**src/hw/rtl/qtu_pkg.sv**
```systemverilog
// Shared types and constants for the Q-table update and convergence unit.
// No dependencies.
package qtu_pkg;
  localparam int NumStates  = 256;
  localparam int NumActions = 16;

  localparam logic [1:0] KIND_UPDATE = 2'd0;
  localparam logic [1:0] KIND_CHECK  = 2'd1;
  localparam logic [1:0] KIND_LOAD   = 2'd2;

  localparam logic [16:0] ONE_Q16 = 17'd65536;

  // one queued command between front and back
  typedef struct packed {
    logic [1:0]  kind;
    logic [7:0]  state_index;
    logic [3:0]  action_index;
    logic [7:0]  next_state_index;
    logic [3:0]  next_action_index;
    logic [31:0] value_in;
    logic        compare_flag;
  } cmd_t;
endpackage

```
**src/hw/rtl/qtu_front.sv**
```systemverilog
// Front part: accepts input items into a two-entry command queue.
// Depends on qtu_pkg.
module qtu_front (
  input  logic          clk,
  input  logic          rst,
  input  logic          in_valid,
  output logic          in_ready,
  input  qtu_pkg::cmd_t in_cmd,
  output logic          cmd_valid,
  input  logic          cmd_ready,
  output qtu_pkg::cmd_t cmd
);
  qtu_pkg::cmd_t slot [2];
  logic          rd_ptr;
  logic          wr_ptr;
  logic [1:0]    count;
  logic          push;
  logic          pop;

  assign in_ready  = (count != 2'd2);
  assign cmd_valid = (count != 2'd0);
  assign cmd       = slot[rd_ptr];
  assign push      = in_valid && in_ready;
  assign pop       = cmd_valid && cmd_ready;

  // store payload
  always_ff @(posedge clk) begin
    if (push) begin
      slot[wr_ptr] <= in_cmd;
    end
  end

  // advance pointers and fill count
  always_ff @(posedge clk) begin
    if (rst) begin
      rd_ptr <= 1'b0;
      wr_ptr <= 1'b0;
      count  <= 2'd0;
    end else begin
      if (push) wr_ptr <= ~wr_ptr;
      if (pop)  rd_ptr <= ~rd_ptr;
      count <= count + {1'b0, push} - {1'b0, pop};
    end
  end
endmodule

```
**config.mk**
```make
export PLATFORM = sky130hd
export DESIGN_NAME = qtu_front
export DESIGN_NICKNAME = d
export VERILOG_FILES = /design/src/hw/rtl/qtu_pkg.sv /design/src/hw/rtl/qtu_front.sv
export SDC_FILE = /design/constraint.sdc
export NUM_CORES = 1
export LEC_CHECK = 0
export BUFFER_PORTS_ARGS = -buffer_cell sky130_fd_sc_hd__buf_2
export CAP_MARGIN = 25
export CORE_ASPECT_RATIO = 1.75
export CORE_UTILIZATION = 52
export CTS_CLUSTER_SIZE = 24
export DETAILED_ROUTE_END_ITERATION = 10
export GPL_ROUTABILITY_DRIVEN = 0
export PLACE_DENSITY = 0.79
export REMOVE_ABC_BUFFERS = 1
export SETUP_SLACK_MARGIN = 0.05
export SLEW_MARGIN = 20
export SYNTH_ARGS = -nofsm -noshare
export SYNTH_HDL_FRONTEND = slang
export SYNTH_SLANG_ARGS = --single-unit
```
**constraint.sdc**
```tcl
create_clock -name clk -period 4.6 [get_ports clk]
set_input_delay 1.15 -clock clk [delete_from_list [all_inputs] [get_ports clk]]
set_output_delay 1.15 -clock clk [all_outputs]
set_load 0.02 [all_outputs]
```
==> summary.txt, run 1 <==
Critical path
  • Startpoint Class: flip-flop
  • WP data arrival: 2160 ps
  • Crit path max fanout: 28
  • Reg2reg path depth: 3
  • Critical path class: flip-flop to output port
  • Delay of the slowest critical-path stage: 760 ps
  • R2r setup slk: 2520 ps
  • Worst EP required: 3450 ps
  • Crit-path cells: buf_4 > mux2_2 > buf_2
  • Endpoint class of the critical path: output port
  • Critical path's slowest cell: dfxtp_2
  • R2R Path Start: count[0]
  • Worst setup path endpoint: cmd[26]
  • RR Endpoint: slot[1][15]

Synthesis
  • Avg Cell Area, Syn: 21.8 um2
  • Synth Area in XOR/XNOR: 0.580%
  • Fraction of the mapped netlist area in simple logic gates: 1.19%
  • Synthesized area: 0.00453 mm2
  • Flops & latches, synth: 123
  • Synth Area in Compound Gates: 0.166%
  • Sequential area share after synthesis: 80.4%
  • Adder-Cell Fraction of Synth Area: 0.552%
  • Cells after Synth: 208
  • Synth warn: 0
  • Distinct cells, synth: 18
  • Mux contribution to synthesized area: 15.7%
  • Largest family of logic cells by synthesized area: multiplexers

Timing
  • Tcrit/Tclk final: 72.1%
  • Fin crit period: 3310 ps
  • Final Skew: 6.29 ps
  • Final Hold Fails: 0
  • Least-Margin Pin Slew: 785 ps
  • RSZ-0062 raised after global routing: no
  • Number of setup violations in the final report: 0
  • Fin Setup TNS: 0 ps
  • Relative slew margins: 47.7%
  • Fmax: 302 MHz
  • Max Slew Vio Count: 0

Final layout
  • Register area: 0.00364 mm2
  • Number of fillers in the final layout: 576
  • Commonest non-fill, non-tap cell in the layout: buf_2
  • Design Area, Final: 0.00588 mm2
  • N_diodes: 0
  • Area growth syn-to-layout: 29.8%
  • Most frequent cells in the layout: 123 x buf_2, 118 x edfxtp_1, 50 x mux2_2, 17 x clkbuf_16, 10 x mux2_4
  • Final #Nets: 412
  • Multi-input gate area: 835 um2
  • Layout cell share with drive strength beyond 1: 61.1%

GRT
  • Global-route wire length before repair: 11.9 mm
  • Total gr overflow: 0
  • Vias in the first global route: 2460
  • Initial antenna violation count: 0
  • Total GRT Usage: 18.6%
  • Largest net degree at the start of global routing: 60

Floorplanning
  • Die Ht: 125 um
  • Core area: 0.00837 mm2
  • Die ar.: 0.00910 mm2
  • Initial core utilization: 54.1%
  • Rows: 44
  • Chip width: 72.6 um
  • Io pins: 124

Place
  • Placement Cell Area: 0.00527 mm2
  • DPL Wire Length: 4.94 mm
  • IO buf count: 123

Routing
  • Top Metal Used: met4
  • WL final: 7.69 mm
  • First drt pass iteration count: 4
  • Wire length on met1: 2.80 mm
  • Met3 wire length: 440 um
  • Drt drc: 0
  • Via density: 4.95
  • Via count: 2352
  • Wire per inst: 16.2 um
  • WL met2: 4.32 mm
  • Antenna Nets Post-Route: 0
  • DR iter-0 viols: 83

Pwr
  • Leak: 2.27 nW
  • Switching Fraction: 26.7%
  • P_sw: 0.000968 W
  • Sequential Power Share: 40.8%
  • Comb pwr share: 22.5%
  • Power per Cell Area: 618 mW/mm2
  • Worst VDD drop: 0.442 mV
  • Internal: 0.00266 W
  • Clk network pwr share: 36.7%

Clock tree
  • CTS sink cnt: 123
  • CTS tree: yes
  • Postcts setup bufs: 0
  • Clock latency on the worst-skew pair: 400 ps
  • Root Buffer: clkbuf_16
  • H-Tree Depth: 4
  • Worst-path clk slew: 50 ps
  • CTS Hold Bufs: 0
  • TritonCTS Buffers: 17
  • CTS-repair resized insts: 0
  • Clock Path Buffers: 2

Flow run
  • MaxCap Viol Count: 0

Outcome
  • Status: finished, final reports clean

Worst hold path
  • Min-Delay Path Class: flip-flop to flip-flop
==> power groups by stage <==
| stage | Sequential (W) | Combinational [W] | Clock, W |
|---|---|---|---|
| global placement | 0.00150 | 0.000817 | 0 |
| global route | 0.00150 | 0.000875 | 0.00140 |
| detailed placement | 0.00151 | 0.000830 | 0 |
| CTS | 0.00149 | 0.000832 | 0.00136 |
| finish | 0.00148 | 0.000816 | 0.00133 |
| floorplan | 0.00152 | 0.000551 | 0 |
==> worst min path at each step <==
stage          startpoint   endpoint  slack [ps]  depth (start not counted)
6_report           rd_ptr  flip-flop         540                          2
5_1_grt            rd_ptr  flip-flop         610                          2
4_1_cts            rd_ptr  flip-flop         540                          2
3_5_place_dp       rd_ptr  flip-flop         510                          2
3_3_place_gp       rd_ptr     rd_ptr         500                          2
2_1_floorplan      rd_ptr  flip-flop         480                          2
==> worst max-delay path: cells and delay by family, from the launching register on <==
kind	cells	cell delay [ps]
buffers and inverters	2	590
multiplexers	1	400
flip-flops	1	760
==> cells in the mapped netlist <==
cell / instances / area [um2]
buf_6: 2 / 22.5
nand2_1: 1 / 3.75
or2_2: 1 / 6.26
o21a_1: 1 / 7.51
edfxtp_1: 118 / 3540
xor2_1: 1 / 8.76
nor2_1: 5 / 18.8
inv_1: 1 / 3.75
buf_2: 4 / 20.0
mux2_2: 50 / 563
and3_1: 1 / 6.26
nor2b_1: 2 / 12.5
dfxtp_1: 5 / 100
nand2b_1: 1 / 6.26
xnor2_1: 2 / 17.5
ha_1: 2 / 25.0
buf_8: 1 / 15.0
mux2_4: 10 / 150
==> state kept, by name, indices dropped and copies added (netlist names), named ones only <==
signal / flops
wr_ptr: 1
rd_ptr: 1
count: 2
slot: 118
==> per-stage QoR <==
stage / instances / total power [W] / hold slack [ps] / setup slack, ps / utilization [%]
after floorplan: 201 / 0.00207 / 481 / 413 / -
after global placement: 443 / 0.00231 / 499 / 1660 / 63.0
after detailed placement: 443 / 0.00234 / 506 / 1650 / 63.0
after CTS: 475 / 0.00367 / 543 / 1220 / 70.3
after global routing: 475 / 0.00378 / 611 / 1140 / 70.3
final: 475 / 0.00363 / 541 / 1290 / 70.3
==> layout make-up <==
class / instances / share of cell area [%]
sequential: 123 / 62.0
multi-input combinational: 77 / 14.2
timing repair buffer: 127 / 11.0
clock buffer: 24 / 8.36
tap: 115 / 2.45
clock inverter: 8 / 1.96
inverter: 1 / 0.0638
==> cell families (layout without fill, tap and decap cells) <==
logic type | Yosys count | in the layout
flip-flops | 123 | 123
multiplexers | 60 | 60
AND/OR/NAND/NOR | 11 | 11
buffers and inverters | 8 | 160
XOR/XNOR | 3 | 3
adder cells (fa/ha/maj) | 2 | 2
AO/OA/AOI/OAI | 1 | 1
==> routing by layer <==
metal | vias to the layer above | track usage, %
li1 | 1101 | -
met1 | 1160 | 18.9
met2 | 79 | 31.7
met3 | 12 | 8.70
met4 | 0 | 8.30
met5 | - | 0
Note: power is estimated with default switching activity, not from simulation.
==> inputs of run 2 (changes only) <==
--- a/config.mk
+++ b/config.mk
@@ -8,11 +8,11 @@
 export BUFFER_PORTS_ARGS = -buffer_cell sky130_fd_sc_hd__buf_2
 export CAP_MARGIN = 25
 export CORE_ASPECT_RATIO = 1.75
-export CORE_UTILIZATION = 52
+export CORE_UTILIZATION = 47
 export CTS_CLUSTER_SIZE = 24
 export DETAILED_ROUTE_END_ITERATION = 10
 export GPL_ROUTABILITY_DRIVEN = 0
-export PLACE_DENSITY = 0.79
+export PLACE_DENSITY = 0.76
 export REMOVE_ABC_BUFFERS = 1
 export SETUP_SLACK_MARGIN = 0.05
 export SLEW_MARGIN = 20
==> constraint.sdc (replaced) <==
create_clock -name clk -period 2.9 [get_ports clk]
set_input_delay 0.725 -clock clk [delete_from_list [all_inputs] [get_ports clk]]
set_output_delay 0.725 -clock clk [all_outputs]
set_load 0.02 [all_outputs]
==> run 2 against run 1 <==
Net effect:
- total power grew 57%
- hold slack lost 28 ps
- combinational power increased by 67%
- register-to-register slack got worse by 1300 ps
- clock skew is 0.82 ps lower
- highest routed layer unchanged
==> summary.txt, run 2 (synthesized netlist as in run 1, its figures left out) <==
GRT
  • Total GRT Usage: 16.8% (was 18.6%)
  • Vias in the first global route: 2568 (was 2460)
  • Global-route wire length before repair: 12.3 mm (was 11.9 mm)
  • Initial antenna violation count: 0 (unchanged)
  • Total gr overflow: 0 (unchanged)
  • Largest net degree at the start of global routing: 35 (was 60)

Floorplanning
  • Rows: 47 (was 44)
  • Die Ht: 132 um (was 125 um)
  • Chip width: 76.2 um (was 72.6 um)
  • Initial core utilization: 48.2% (was 54.1%)
  • Io pins: 124 (unchanged)
  • Core area: 0.00941 mm2 (was 0.00837 mm2)
  • Die ar.: 0.0101 mm2 (was 0.00910 mm2)

Routing
  • Via density: 4.93 (was 4.95)
  • Drt drc: 0 (unchanged)
  • WL final: 7.98 mm (was 7.69 mm)
  • DR iter-0 viols: 99 (was 83)
  • Wire per inst: 16.5 um (was 16.2 um)
  • Via count: 2385 (was 2352)
  • Antenna Nets Post-Route: 0 (unchanged)
  • First drt pass iteration count: 4 (unchanged)

Final layout
  • Layout cell share with drive strength beyond 1: 61.0% (was 61.1%)
  • Number of fillers in the final layout: 694 (was 576)
  • Area growth syn-to-layout: 29.8% (unchanged)
  • Utilization after layout: 62.5% (was 70.3%)
  • Max FFs per register: 118 (unchanged)
  • Final #Nets: 414 (was 412)
  • Commonest non-fill, non-tap cell in the layout: buf_2 (unchanged)
  • Multi-input gate area: 835 um2 (unchanged)
  • Biggest register: slot (unchanged)
  • Register area: 0.00364 mm2 (unchanged)
  • Most frequent cells in the layout: 123 x buf_2, 118 x edfxtp_1, 50 x mux2_2, 17 x clkbuf_16, 10 x mux2_4 (unchanged)
  • N_diodes: 0 (unchanged)
  • Largest regs: slot (118), count (2) (unchanged)

Timing
  • Max Slew Vio Count: 0 (unchanged)
  • Post-route setup slack: 475 ps (was 1290 ps)
  • Number of setup violations in the final report: 0 (unchanged)
  • Fmax: 412 MHz
  • Least-Margin Pin Slew: 466 ps (was 785 ps)
  • Final Hold Fails: 0 (unchanged)
  • Tcrit/Tclk final: 83.6%
  • Relative slew margins: 69.0% (was 47.7%)
  • Fin crit period: 2420 ps
  • RSZ-0062 raised after global routing: no (unchanged)
  • Final Skew: 5.47 ps (was 6.29 ps)

Critical path
  • R2R Path Start: count[0] (unchanged)
  • Reg2reg path depth: 8 (was 3)
  • Startpoint Class: flip-flop (unchanged)
  • Worst setup path endpoint: cmd[27] (was cmd[26])
  • Critical path class: flip-flop to output port (unchanged)
  • Crit path max fanout: 34 (was 28)
  • Delay of the slowest critical-path stage: 410 ps (was 760 ps)
  • Endpoint class of the critical path: output port (unchanged)
  • Crit-path cells: buf_4 > mux2_2 > buf_2 (unchanged)
  • R2r setup slk: 1240 ps (was 2520 ps)
  • WP data arrival: 1700 ps (was 2160 ps)
  • Critical path's slowest cell: mux2_2 (was dfxtp_2)
  • Worst EP required: 2170 ps (was 3450 ps)
  • RR Endpoint: count[1] (was slot[1][15])

Pwr
  • Switching Fraction: 27.5% (was 26.7%)
  • Clk network pwr share: 35.7% (was 36.7%)
  • Total power: 0.00570 W (was 0.00363 W)
  • Sequential Power Share: 40.4% (was 40.8%)
  • Worst VDD drop: 0.607 mV (was 0.442 mV)
  • Leak: 2.26 nW (was 2.27 nW)
  • P_sw: 0.00157 W (was 0.000968 W)
  • Power per Cell Area: 969 mW/mm2 (was 618 mW/mm2)
  • Internal: 0.00413 W (was 0.00266 W)
  • Comb pwr share: 23.9% (was 22.5%)

Outcome
  • Status: finished, final reports clean (unchanged)

Clock tree
  • H-Tree Depth: 4 (unchanged)
  • Clock Path Buffers: 2 (unchanged)
  • CTS sink cnt: 123 (unchanged)
  • CTS tree: yes (unchanged)
  • Postcts setup bufs: 0 (unchanged)
  • Clock latency on the worst-skew pair: 400 ps (about the same)
  • Root Buffer: clkbuf_16 (unchanged)
  • CTS Hold Bufs: 0 (unchanged)
  • Worst-path clk slew: 50 ps (about the same)
  • TritonCTS Buffers: 17 (unchanged)
  • CTS-repair resized insts: 0 (unchanged)

Place
  • Pre-CTS setup slack: 873 ps (was 1650 ps)
  • IO buf count: 123 (unchanged)
  • DPL Wire Length: 5.21 mm (was 4.94 mm)

Flow run
  • MaxCap Viol Count: 0 (unchanged)

Worst hold path
  • Min-Delay Path Class: input pin to flip-flop (was flip-flop to flip-flop)
  • Worst Hold Launch: in_cmd[30] (was rd_ptr)
[run 2: power by group through the flow]
| stage | clock, W | sequential, W | combinational (W) |
|---|---|---|---|
| 6_report | 0.00204 | 0.00230 | 0.00136 |
| 2_1_floorplan | 0 | 0.00241 | 0.000874 |
| 5_1_grt | 0.00215 | 0.00232 | 0.00145 |
| 3_3_place_gp | 0 | 0.00232 | 0.00136 |
| 4_1_cts | 0.00208 | 0.00230 | 0.00138 |
| 3_5_place_dp | 0 | 0.00234 | 0.00138 |
[run 2: worst min-delay path by stage]
stage	to	slack [ps]	cells past startpoint
global placement	rd_ptr	500	2
floorplan	flip-flop	480	2
detailed placement	rd_ptr	510	2
CTS	slot[0][31]	490	1
global route	slot[0][3]	490	1
finish	slot[1][30]	510	1
[run 2: area by class of cell]
type                    instances  area share, %
flip-flops and latches        123           62.0
multi-input cells              77           14.2
repair buffers                129           11.2
clock buffers                  18           7.30
clock inverters                14           2.62
well taps                     122           2.60
inverters                       1         0.0638
[run 2: routing by layer]
| metal | up-vias | share of wire, % | global-route usage (%) |
|---|---|---|---|
| li1 | 1102 | - | - |
| met1 | 1186 | 34 | 15.5 |
| met2 | 82 | 57 | 30.1 |
| met3 | 15 | 5.5 | 6.37 |
| met4 | 0 | 3.1 | 11.2 |
| met5 | - | 0 | 0 |
[run 2: worst max-delay path, delay by kind of cell, from the launching register on]
family	cells	cell delay [ps]
DFF	1	320
buffers and inverters	2	560
muxes	1	410
[run 2: stage by stage]
stage | hold WS [ps] | instances | area, um2 | setup TNS [ps]
final | 513 | 484 | 5880 | 0
after global routing | 492 | 484 | 5880 | 0
after CTS | 488 | 484 | 5880 | 0
after detailed placement | 510 | 452 | 5300 | 0
after global placement | 499 | 452 | 5300 | 0
after floorplan | 481 | 201 | 4470 | -51000
